File: src/rtl/core/mts_pkg.sv
// ----------------------------------------------------------------------------
// mts_pkg
// shared types and character / token codes for the markup token scanner
// ----------------------------------------------------------------------------
package mts_pkg;

  // scanner modes
  typedef enum logic [2:0] {
    M_IDLE    = 3'd0,
    M_SWALLOW = 3'd1,
    M_RUN     = 3'd2,
    M_HEADING = 3'd3,
    M_NUM     = 3'd4,
    M_TEXT    = 3'd5
  } mode_t;

  // characters of interest
  localparam logic [7:0] CH_HASH   = 8'h23;
  localparam logic [7:0] CH_LF     = 8'h0A;
  localparam logic [7:0] CH_CR     = 8'h0D;
  localparam logic [7:0] CH_TAB    = 8'h09;
  localparam logic [7:0] CH_SPACE  = 8'h20;
  localparam logic [7:0] CH_STAR   = 8'h2A;
  localparam logic [7:0] CH_MINUS  = 8'h2D;
  localparam logic [7:0] CH_UNDER  = 8'h5F;
  localparam logic [7:0] CH_TICK   = 8'h60;
  localparam logic [7:0] CH_DOT    = 8'h2E;
  localparam logic [7:0] CH_PLUS   = 8'h2B;
  localparam logic [7:0] CH_GT     = 8'h3E;
  localparam logic [7:0] CH_LT     = 8'h3C;
  localparam logic [7:0] CH_LBRACK = 8'h5B;
  localparam logic [7:0] CH_RBRACK = 8'h5D;
  localparam logic [7:0] CH_EQ     = 8'h3D;
  localparam logic [7:0] CH_LPAREN = 8'h28;
  localparam logic [7:0] CH_RPAREN = 8'h29;
  localparam logic [7:0] CH_BANG   = 8'h21;
  localparam logic [7:0] CH_ZERO   = 8'h30;
  localparam logic [7:0] CH_NINE   = 8'h39;

  // token kinds
  localparam logic [5:0] K_EOF       = 6'd0;
  localparam logic [5:0] K_TEXT      = 6'd1;
  localparam logic [5:0] K_NUM       = 6'd2;
  localparam logic [5:0] K_HEAD_BASE = 6'd2;
  localparam logic [5:0] K_LBRACK    = 6'd9;
  localparam logic [5:0] K_RBRACK    = 6'd10;
  localparam logic [5:0] K_EQ        = 6'd11;
  localparam logic [5:0] K_DOT       = 6'd12;
  localparam logic [5:0] K_PLUS      = 6'd13;
  localparam logic [5:0] K_LPAREN    = 6'd14;
  localparam logic [5:0] K_RPAREN    = 6'd15;
  localparam logic [5:0] K_LT        = 6'd16;
  localparam logic [5:0] K_GT        = 6'd17;
  localparam logic [5:0] K_BANG      = 6'd18;
  localparam logic [5:0] K_STAR      = 6'd19;
  localparam logic [5:0] K_MINUS     = 6'd22;
  localparam logic [5:0] K_UNDER     = 6'd25;
  localparam logic [5:0] K_TICK      = 6'd28;
  localparam logic [5:0] K_TAB       = 6'd31;
  localparam logic [5:0] K_NEWLINE   = 6'd32;

  localparam logic [2:0] RUN_CAP     = 3'd4;
  localparam logic [2:0] HASH_CAP    = 3'd7;
  localparam logic [2:0] HEAD_LEVELS = 3'd6;

  localparam int unsigned TOKEN_BITS = 102;
  localparam int unsigned TDATA_BITS = 104;

  typedef struct packed {
    logic [31:0] line_number;
    logic [31:0] token_length;
    logic [31:0] start_offset;
    logic [5:0]  token_kind;
  } token_t;

  // results of one step: primary token then the one from a fresh byte or eof
  typedef struct packed {
    logic   a_valid;
    token_t a_tok;
    logic   b_valid;
    token_t b_tok;
  } res_pair_t;

endpackage

File: src/rtl/core/mts_step.sv
// ----------------------------------------------------------------------------
// mts_step
// scanner state registers and the single-pass next-state / token logic
// ----------------------------------------------------------------------------
module mts_step #(
  parameter int unsigned OFFSET_BITS = 32
) (
  input  logic                clk,
  input  logic                rst_n,
  input  logic                fire_i,
  input  logic                is_end_i,
  input  logic [7:0]          byte_i,
  output mts_pkg::res_pair_t  res_o
);

  localparam logic [31:0] LINE_MAX = '1;

  mts_pkg::mode_t          mode_r, mode_nxt;
  logic [7:0]              run_char_r, run_char_nxt;
  logic [2:0]              run_count_r, run_count_nxt;
  logic [5:0]              pend_r, pend_nxt;
  logic [OFFSET_BITS-1:0]  tstart_r, tstart_nxt;
  logic [OFFSET_BITS-1:0]  pos_r, pos_nxt;
  logic [31:0]             line_r, line_nxt;

  logic [OFFSET_BITS-1:0]  np;
  logic [31:0]             line_inc;

  // decode of a byte that starts a new token
  mts_pkg::mode_t fr_mode;
  logic           fr_put;
  logic [5:0]     fr_kind;
  logic           fr_run;
  logic           fr_hash;
  logic           fr_pend;
  logic [5:0]     fr_pend_kind;
  logic           fr_nl;

  logic           is_eol;
  logic           is_digit;
  logic           do_fresh;
  logic [5:0]     run_base;
  logic [5:0]     run_kind;

  function automatic logic [31:0] clamp32(input logic [OFFSET_BITS-1:0] v);
    logic [63:0] w;
    w = 64'(v);
    return (w > 64'h0000_0000_FFFF_FFFF) ? 32'hFFFF_FFFF : w[31:0];
  endfunction

  function automatic mts_pkg::token_t mk_tok(input logic [5:0] k,
                                             input logic [OFFSET_BITS-1:0] s,
                                             input logic [OFFSET_BITS-1:0] e,
                                             input logic [31:0] ln);
    mts_pkg::token_t        t;
    logic [OFFSET_BITS-1:0] d;
    d              = (e >= s) ? e - s : '0;
    t.token_kind   = k;
    t.start_offset = clamp32(s);
    t.token_length = clamp32(d);
    t.line_number  = ln;
    return t;
  endfunction

  assign np       = (&pos_r) ? pos_r : pos_r + 1'b1;
  assign line_inc = (line_r == LINE_MAX) ? line_r : line_r + 32'd1;
  assign is_eol   = (byte_i == mts_pkg::CH_LF) || (byte_i == mts_pkg::CH_CR);
  assign is_digit = (byte_i >= mts_pkg::CH_ZERO) && (byte_i <= mts_pkg::CH_NINE);

  always_comb begin
    case (run_char_r)
      mts_pkg::CH_STAR:  run_base = mts_pkg::K_STAR;
      mts_pkg::CH_MINUS: run_base = mts_pkg::K_MINUS;
      mts_pkg::CH_UNDER: run_base = mts_pkg::K_UNDER;
      default:           run_base = mts_pkg::K_TICK;
    endcase
    if (run_count_r == 3'd2) begin
      run_kind = run_base + 6'd1;
    end else if (run_count_r == 3'd3) begin
      run_kind = run_base + 6'd2;
    end else begin
      run_kind = run_base;
    end
  end

  // fresh byte decode
  always_comb begin
    fr_mode      = mts_pkg::M_IDLE;
    fr_put       = 1'b0;
    fr_kind      = mts_pkg::K_EOF;
    fr_run       = 1'b0;
    fr_hash      = 1'b0;
    fr_pend      = 1'b0;
    fr_pend_kind = mts_pkg::K_PLUS;
    fr_nl        = 1'b0;
    case (byte_i)
      mts_pkg::CH_HASH: begin
        fr_mode = mts_pkg::M_HEADING;
        fr_hash = 1'b1;
      end
      mts_pkg::CH_LBRACK: begin fr_put = 1'b1; fr_kind = mts_pkg::K_LBRACK; end
      mts_pkg::CH_RBRACK: begin fr_put = 1'b1; fr_kind = mts_pkg::K_RBRACK; end
      mts_pkg::CH_EQ:     begin fr_put = 1'b1; fr_kind = mts_pkg::K_EQ;     end
      mts_pkg::CH_DOT:    begin fr_put = 1'b1; fr_kind = mts_pkg::K_DOT;    end
      mts_pkg::CH_LPAREN: begin fr_put = 1'b1; fr_kind = mts_pkg::K_LPAREN; end
      mts_pkg::CH_RPAREN: begin fr_put = 1'b1; fr_kind = mts_pkg::K_RPAREN; end
      mts_pkg::CH_LT:     begin fr_put = 1'b1; fr_kind = mts_pkg::K_LT;     end
      mts_pkg::CH_BANG:   begin fr_put = 1'b1; fr_kind = mts_pkg::K_BANG;   end
      mts_pkg::CH_TAB:    begin fr_put = 1'b1; fr_kind = mts_pkg::K_TAB;    end
      mts_pkg::CH_PLUS: begin
        fr_mode      = mts_pkg::M_SWALLOW;
        fr_pend      = 1'b1;
        fr_pend_kind = mts_pkg::K_PLUS;
      end
      mts_pkg::CH_GT: begin
        fr_mode      = mts_pkg::M_SWALLOW;
        fr_pend      = 1'b1;
        fr_pend_kind = mts_pkg::K_GT;
      end
      mts_pkg::CH_STAR, mts_pkg::CH_MINUS, mts_pkg::CH_UNDER, mts_pkg::CH_TICK: begin
        fr_mode = mts_pkg::M_RUN;
        fr_run  = 1'b1;
      end
      mts_pkg::CH_LF: begin
        fr_put  = 1'b1;
        fr_kind = mts_pkg::K_NEWLINE;
        fr_nl   = 1'b1;
      end
      default: begin
        fr_mode = is_digit ? mts_pkg::M_NUM : mts_pkg::M_TEXT;
      end
    endcase
  end

  // main step
  always_comb begin
    mode_nxt      = mode_r;
    run_char_nxt  = run_char_r;
    run_count_nxt = run_count_r;
    pend_nxt      = pend_r;
    tstart_nxt    = tstart_r;
    pos_nxt       = pos_r;
    line_nxt      = line_r;
    do_fresh      = 1'b0;
    res_o.a_valid = 1'b0;
    res_o.a_tok   = mk_tok(mts_pkg::K_TEXT, tstart_r, pos_r, line_r);
    res_o.b_valid = 1'b0;
    res_o.b_tok   = mk_tok(mts_pkg::K_EOF, pos_r, pos_r, line_r);

    if (is_end_i) begin
      // flush pending token, then eof at the current position
      case (mode_r)
        mts_pkg::M_SWALLOW: begin
          res_o.a_valid = 1'b1;
          res_o.a_tok   = mk_tok(pend_r, tstart_r, pos_r, line_r);
        end
        mts_pkg::M_RUN: begin
          res_o.a_valid = 1'b1;
          res_o.a_tok   = mk_tok(run_kind, tstart_r, pos_r, line_r);
        end
        mts_pkg::M_HEADING, mts_pkg::M_NUM, mts_pkg::M_TEXT: begin
          res_o.a_valid = 1'b1;
        end
        default: ;
      endcase
      res_o.b_valid = 1'b1;
      mode_nxt      = mts_pkg::M_IDLE;
    end else begin
      pos_nxt = np;
      case (mode_r)
        mts_pkg::M_SWALLOW: begin
          res_o.a_valid = 1'b1;
          res_o.a_tok   = mk_tok(pend_r, tstart_r, np, line_r);
          mode_nxt      = mts_pkg::M_IDLE;
        end
        mts_pkg::M_RUN: begin
          if (byte_i == run_char_r) begin
            if (run_count_r < mts_pkg::RUN_CAP) run_count_nxt = run_count_r + 3'd1;
          end else if (run_count_r == 3'd1 &&
                       (run_char_r == mts_pkg::CH_STAR || run_char_r == mts_pkg::CH_MINUS)) begin
            // lone star or minus swallows this byte
            res_o.a_valid = 1'b1;
            res_o.a_tok   = mk_tok(run_base, tstart_r, np, line_r);
            mode_nxt      = mts_pkg::M_IDLE;
          end else begin
            res_o.a_valid = 1'b1;
            res_o.a_tok   = mk_tok(run_kind, tstart_r, pos_r, line_r);
            do_fresh      = 1'b1;
          end
        end
        mts_pkg::M_HEADING: begin
          if (byte_i == mts_pkg::CH_HASH) begin
            if (run_count_r < mts_pkg::HASH_CAP) run_count_nxt = run_count_r + 3'd1;
          end else if (byte_i == mts_pkg::CH_SPACE) begin
            if (run_count_r >= 3'd1 && run_count_r <= mts_pkg::HEAD_LEVELS) begin
              res_o.a_valid = 1'b1;
              res_o.a_tok   = mk_tok(mts_pkg::K_HEAD_BASE + 6'(run_count_r),
                                     tstart_r, np, line_r);
              mode_nxt      = mts_pkg::M_IDLE;
            end else begin
              mode_nxt = mts_pkg::M_TEXT;
            end
          end else if (is_eol) begin
            res_o.a_valid = 1'b1;
            do_fresh      = 1'b1;
          end else begin
            mode_nxt = mts_pkg::M_TEXT;
          end
        end
        mts_pkg::M_NUM: begin
          if (is_digit) begin
            mode_nxt = mts_pkg::M_NUM;
          end else if (byte_i == mts_pkg::CH_DOT) begin
            mode_nxt = mts_pkg::M_SWALLOW;
            pend_nxt = mts_pkg::K_NUM;
          end else if (is_eol) begin
            res_o.a_valid = 1'b1;
            do_fresh      = 1'b1;
          end else begin
            mode_nxt = mts_pkg::M_TEXT;
          end
        end
        mts_pkg::M_TEXT: begin
          if (is_eol) begin
            res_o.a_valid = 1'b1;
            do_fresh      = 1'b1;
          end
        end
        default: begin
          do_fresh = 1'b1;
        end
      endcase

      if (do_fresh) begin
        tstart_nxt = pos_r;
        mode_nxt   = fr_mode;
        if (fr_run) begin
          run_char_nxt  = byte_i;
          run_count_nxt = 3'd1;
        end
        if (fr_hash) run_count_nxt = 3'd1;
        if (fr_pend) pend_nxt = fr_pend_kind;
        if (fr_nl) line_nxt = line_inc;
        res_o.b_valid = fr_put;
        res_o.b_tok   = mk_tok(fr_kind, pos_r, np, fr_nl ? line_inc : line_r);
      end
    end
  end

  always_ff @(posedge clk) begin
    if (!rst_n) begin
      mode_r      <= mts_pkg::M_IDLE;
      run_char_r  <= '0;
      run_count_r <= '0;
      pend_r      <= '0;
      tstart_r    <= '0;
      pos_r       <= '0;
      line_r      <= 32'd1;
    end else if (fire_i) begin
      mode_r      <= mode_nxt;
      run_char_r  <= run_char_nxt;
      run_count_r <= run_count_nxt;
      pend_r      <= pend_nxt;
      tstart_r    <= tstart_nxt;
      pos_r       <= pos_nxt;
      line_r      <= line_nxt;
    end
  end

endmodule

File: src/rtl/core/mts_outbuf.sv
// ----------------------------------------------------------------------------
// mts_outbuf
// two-entry result register that feeds the output stream one word at a time
// ----------------------------------------------------------------------------
module mts_outbuf (
  input  logic                clk,
  input  logic                rst_n,
  input  logic                load_i,
  input  mts_pkg::res_pair_t  res_i,
  output logic                can_load_o,
  output logic                out_valid_o,
  input  logic                out_ready_i,
  output mts_pkg::token_t     out_tok_o,
  output logic                out_last_o
);

  logic [1:0]       cnt_r, cnt_nxt;
  mts_pkg::token_t  tok0_r, tok0_nxt;
  mts_pkg::token_t  tok1_r, tok1_nxt;
  logic             last0_r, last0_nxt;
  logic             pop;

  assign out_valid_o = (cnt_r != 2'd0);
  assign pop         = out_valid_o && out_ready_i;
  // loading only when the buffer is empty or drains this cycle
  assign can_load_o  = (cnt_r == 2'd0) || ((cnt_r == 2'd1) && out_ready_i);
  assign out_tok_o   = tok0_r;
  assign out_last_o  = last0_r;

  always_comb begin
    cnt_nxt   = cnt_r;
    tok0_nxt  = tok0_r;
    tok1_nxt  = tok1_r;
    last0_nxt = last0_r;
    if (load_i) begin
      // compact: primary first, second token behind it
      tok0_nxt  = res_i.a_valid ? res_i.a_tok : res_i.b_tok;
      tok1_nxt  = res_i.b_tok;
      last0_nxt = !(res_i.a_valid && res_i.b_valid);
      cnt_nxt   = 2'(res_i.a_valid) + 2'(res_i.b_valid);
    end else if (pop) begin
      tok0_nxt  = tok1_r;
      last0_nxt = 1'b1;
      cnt_nxt   = cnt_r - 2'd1;
    end
  end

  always_ff @(posedge clk) begin
    if (!rst_n) begin
      cnt_r <= '0;
    end else begin
      cnt_r <= cnt_nxt;
    end
    tok0_r  <= tok0_nxt;
    tok1_r  <= tok1_nxt;
    last0_r <= last0_nxt;
  end

endmodule

File: src/rtl/core/markup_token_scanner_top.sv
// ----------------------------------------------------------------------------
// markup_token_scanner_top
// streaming tokenizer for markdown-like text, one byte per input word
// ----------------------------------------------------------------------------
// usage:
//   input stream: in_tdata carries one byte, in_tuser flags end of input
//   (the byte is then ignored). output stream: one token per word, with
//   kind, start offset, length and line number in out_tdata; out_tlast
//   marks the final token caused by one input word.
// each input word gives zero, one or two tokens. an end word flushes any
//   pending token and then gives an eof token of length zero.
// latency: a word's first token is registered at the edge that accepts the word
//   and shows on the output in the following cycle; a second token follows it.
// throughput: one input word per cycle while each word makes at most one
//   token and the receiver keeps up; a word that makes two tokens holds the
//   input back until its first token has been taken, since the output
//   register drains one word a cycle.
// stall: when out_tready is low the result register holds its words and
//   in_tready drops once the register cannot take a new word's tokens.
// reset: rst_n (synchronous, active low) empties the result register,
//   returns the scanner to idle with offset zero and line count one.
// ----------------------------------------------------------------------------
module markup_token_scanner_top #(
  parameter int unsigned OFFSET_BITS = 32
) (
  input  logic                            clk,
  input  logic                            rst_n,
  // input stream
  input  logic                            in_tvalid,
  output logic                            in_tready,
  input  logic [7:0]                      in_tdata,   // [7:0] byte_req
  input  logic [0:0]                      in_tuser,   // [0] kind (1 = end of input)
  // token stream
  output logic                            out_tvalid,
  input  logic                            out_tready,
  // [5:0] token_kind, [37:6] start_offset, [69:38] token_length,
  // [101:70] line_number, [103:102] zero
  output logic [mts_pkg::TDATA_BITS-1:0]  out_tdata,
  output logic                            out_tlast
);

  logic                in_fire;
  logic                buf_can_load;
  mts_pkg::res_pair_t  step_res;
  mts_pkg::token_t     out_tok;

  // input word is taken whenever the result register can absorb its tokens
  assign in_tready = buf_can_load;
  assign in_fire   = in_tvalid && in_tready;

  // state update and token decode
  mts_step #(
    .OFFSET_BITS (OFFSET_BITS)
  ) u_step (
    .clk      (clk),
    .rst_n    (rst_n),
    .fire_i   (in_fire),
    .is_end_i (in_tuser[0]),
    .byte_i   (in_tdata),
    .res_o    (step_res)
  );

  // result register, drained one token per output word
  mts_outbuf u_outbuf (
    .clk         (clk),
    .rst_n       (rst_n),
    .load_i      (in_fire),
    .res_i       (step_res),
    .can_load_o  (buf_can_load),
    .out_valid_o (out_tvalid),
    .out_ready_i (out_tready),
    .out_tok_o   (out_tok),
    .out_last_o  (out_tlast)
  );

  assign out_tdata = {{(mts_pkg::TDATA_BITS - mts_pkg::TOKEN_BITS){1'b0}}, out_tok};

endmodule
File: config.mk
export PLATFORM = sky130hd
export DESIGN_NAME = markup_token_scanner_top
export DESIGN_NICKNAME = d
export VERILOG_FILES = /design/src/rtl/core/mts_pkg.sv /design/src/rtl/core/mts_step.sv /design/src/rtl/core/mts_outbuf.sv /design/src/rtl/core/markup_token_scanner_top.sv
export SDC_FILE = /design/constraint.sdc
export NUM_CORES = 1
export LEC_CHECK = 0
export ABC_AREA = 1
export BUFFER_PORTS_ARGS = -buffer_cell sky130_fd_sc_hd__buf_2
export CAP_MARGIN = 10
export CORE_UTILIZATION = 56
export CTS_CLUSTER_DIAMETER = 30
export DETAILED_ROUTE_END_ITERATION = 7
export PLACE_DENSITY = 0.85
export SLEW_MARGIN = 20
export SYNTH_ARGS = -nofsm -noshare
export SYNTH_HDL_FRONTEND = slang
export SYNTH_HIERARCHICAL = 1
export SYNTH_SLANG_ARGS = --single-unit
File: constraint.sdc
create_clock -name clk -period 8.43 [get_ports clk]
set_input_delay 1.2645 -clock clk [delete_from_list [all_inputs] [get_ports clk]]
set_output_delay 1.2645 -clock clk [all_outputs]
set_load 0.005 [all_outputs]
==> flow_summary_export.csv <==
group,metric,value,unit
outcome,status,"finished, final reports clean",
yosys,synth_seq_cells,323,
critical_path,rr_worst_depth,19,
pwr,vdd_drop_max,272.7,uV
clock_network,cts_max_path_buffers,3,
routing,first_iter_violations,2651,
clock_network,cts_resized,0,
critical_path,cp.arrival,6480,ps
pwr,p_total,11340,uW
pwr,power_density,432.2,mW/mm2
clock_network,cts_tree,"built",
finish,regArea,0.008518,mm2
timing,drv_slew,0,
critical_path,r2r_start,"u_step/pos_r[1]",
clock_network,clk_latency,610,ps
die,die_height,204.4,um
finish,nNetsFinal,3472,
place,port_buffers,117,
finish,postLayoutCoreUtil,65.44,%
routing,drc_errors,0,
job,maxCapViolCount,0,
pwr,leakagePower,0.01176,uW
grt,grt_pass1_vias,22260,
routing,first_pass_iters,6,
finish,final_area,0.02624,mm2
die,die-area,0.04178,mm2
grt,grt_util_met3,7.159,%
finish,drive_above_1_share,9.366,%
timing,setup_tns,0,ps
grt,top_usage_layer,"met2",
clock_network,cts_hold_buf,0,
die,core,0.04010,mm2
yosys,synth.distinct_cells,51,
timing,period_minus_slack,6147,ps
routing,via_per_inst,5.990,
yosys,synth_area_per_cell,7.062,um2
grt,grt_usage,40.08,%
die,start_util,57.21,%
finish,multi_input_area,0.01265,mm2
grt,grt_max_degree,118,
yosys,synth_top_family_by_area,"simple AND/OR/NAND/NOR gates",
min_path,worstHoldPathType,"register to register",
yosys,synth-xor-area-share,4.124,%
routing,drt-total-wl,83630,um
pwr,p_seq_share,24.0,%
finish,antenna_cells,0,
yosys,synth_mux_area_share,0.04364,%
finish,area_growth,14.39,%
die,row_count,73,
clock_network,cts-root-buf,"clkbuf_16",
clock_network,postCtsSetupBuffers,0,
grt,use_met1,49.10,%
pwr,intPower,5972,uW
clock_network,clk_pin_slew,50,ps
yosys,synth_compound_area_share,17.33,%
pwr,sw_frac_of_total,47.34,%
pwr,p_switching,5368,uW
place,routabilityCongestion,1.117,
timing,timing.slew.headroom,23.04,%
pwr,combPwrFrac,50.5,%
yosys,synth-warning-count,6,
routing,wl_per_cell,21.27,um
grt,grt_pass1_wl,127100,um
min_path,whs_endpoint,"u_step/pend_r[1]",
place,place_area,0.02368,mm2
timing,tightest_slew,1153,ps
pwr,clockPowerShare,25.5,%
critical_path,crit_fanout,30,
critical_path,endpoint_kind,"register",
yosys,synthSimpleGateAreaFrac,27.24,%
yosys,synthCells,3248,
clock_network,cts_buffers,72,
timing,fmax,162.7,MHz
timing,post-route-period-util,72.92,%
routing,ant_nets,0,
finish,fillers,3562,
min_path,holdPathStages,2,
clock_network,htreeDepth,3,
yosys,yosysSeqAreaShare,37.14,%
die,pin_count,120,
min_path,hold_start,"u_step/pend_r[1]",
critical_path,r2r_end,"u_outbuf/out_tok_o[52]",
routing,num_vias,23550,
grt,antenna_found_initial,0,
timing,setup_viol,0,
die,die_x,204.4,um
critical_path,setup.worst_path.start_class,"register",
critical_path,rrSetupSlack,2280,ps
yosys,synth_area,0.02294,mm2
yosys,synthAdderAreaFrac,6.262,%
grt,met2_usage,64.95,%
timing,hold_viol_final,0,
timing,fin_skew,23.27,ps
critical_path,critical_path_class,"register to register",
place,dp_hpwl,60580,um
timing,rsz0062_at_grt,"false",
clock_network,cts.sinks,323,
critical_path,crit_required,8770,ps
grt,grt.overflow.total,0,
## final cells by class
cell class	count	area share (%)
inverters	315	4.544
well taps	525	2.503
repair buffers	128	2.546
flip-flops and latches	323	32.46
clock buffers	89	7.630
clock inverters	45	2.084
multi-input cells	2506	48.23
## logic make-up (layout without fill, tap and decap cells)
kind of cell               after synthesis  after routing
muxes                                    1              1
DFF                                    323            323
other                                    1              2
and+or+nand+nor                       1514           1514
adders and majority gates              113            113
AOI/OAI and AO/OA                      768            768
buffers and inverters                  420            577
xor gates and xnor gates               108            108
## worst max-delay path, cell delays in order, from the launching register on
cell and delay (ps):
dfxtp_1 520, ha_1 260, nand3_1 320, inv_1 130, nand2_1 110, nor2_1 240
nand4_2 820, o21ai_0 620, inv_1 230, fa_1 450, nand3_1 90, nand2_1 120
a21oi_1 310, o21ai_1 220, nand2_1 110, nand3_1 130, nand2_2 680, nor2_1 150
o21ai_0 210, o21ai_1 100
## registers in the layout, indices dropped and copies added, names as in the netlist
name / count
u_step/run_char_r: 8
u_step/run_count_r: 3
u_outbuf/out_tok_o: 102
u_step/line_r: 32
u_step/pos_r: 32
u_step/pend_r: 6
u_outbuf/cnt_r: 2
u_outbuf/out_last_o: 1
u_step/tstart_r: 32
u_outbuf/tok1_r: 102
u_step/mode_r: 3
## routing by layer
layer / up-vias / share of wire [%]
met2: 1253 / 46
met1: 10930 / 39
met3: 274 / 8.2
li1: 11090 / -
met5: - / 0
met4: 0 / 6.7
## cell usage after synthesis, drive strengths merged
cell,number,area (um2)
nand2,811,3090
dfxtp,118,2362
nor4,10,62.56
o22ai,12,75.07
xnor2,39,341.6
a21o,10,75.07
a22oi,1,7.510
a31oi,8,50.05
xor2,69,604.3
inv,314,1181
clkinv,1,3.750
o21bai,7,52.55
fa,3,60.06
nor2,449,1752
clkbuf,43,170.2
buf,62,445.4
a21boi,1,7.510
o2111ai,1,8.760
a21oi,246,1235
o211ai,9,67.56
and3,2,12.51
nand3,134,693.2
edfxtp,205,6156
or2,12,75.07
conb,1,3.750
o221ai,2,17.52
o21a,9,67.56
mux2i,1,10.01
nand4,32,206.5
nor3,54,280.3
nand3b,10,75.07
ha,110,1376
o21ai,462,2312
## layout by cell type (no fill, tap or decap), types with 11 or more instances in the layout
cell type	instances
nand3_1	131
nor2_2	14
xnor2_1	39
edfxtp_1	205
buf_2	117
o22ai_1	12
nor3_1	52
nor2_1	432
a21oi_1	245
nand2_1	799
or2_2	12
inv_1	296
xor2_1	69
o21ai_1	89
buf_4	11
o21ai_0	373
inv_2	14
clkbuf_16	77
ha_1	110
dfxtp_1	118
nand4_1	31
## worst max path at each step
stage | startpoint | endpoint | slack, ps | cells after the start
after floorplan | out_tready | u_outbuf/out_last_o | 1840 | 6
after global placement | u_step/pos_r[1] | u_outbuf/out_tok_o[68] | 2840 | 19
after detailed placement | u_step/pos_r[1] | u_outbuf/out_tok_o[52] | 2630 | 19
after CTS | u_step/pos_r[1] | u_outbuf/out_tok_o[52] | 2470 | 19
after global routing | u_step/pos_r[1] | u_outbuf/out_tok_o[68] | 1930 | 19
final | u_step/pos_r[1] | u_outbuf/out_tok_o[52] | 2280 | 19
## stage by stage
| step | instances | setup slack [ps] | hold WS, ps |
|---|---|---|---|
| 5_1_grt | 3931 | 1934 | 476.4 |
| 6_report | 3931 | 2283 | 461.1 |
| 2_1_floorplan | 3249 | 1839 | 427.2 |
| 4_1_cts | 3931 | 2474 | 457.7 |
| 3_5_place_dp | 3797 | 2627 | 449.4 |
| 3_3_place_gp | 3797 | 2839 | 444.4 |
## power groups by stage
stage                     clock network, uW  logic [uW]  registers, uW
final                                  2890        5720           2730
after global routing                   2990        6180           2780
after CTS                              2910        5510           2720
after detailed placement                  0        5450           2740
after global placement                    0        5480           2730
after floorplan                           0        3570           2720
(Power assumes the default switching activity.)
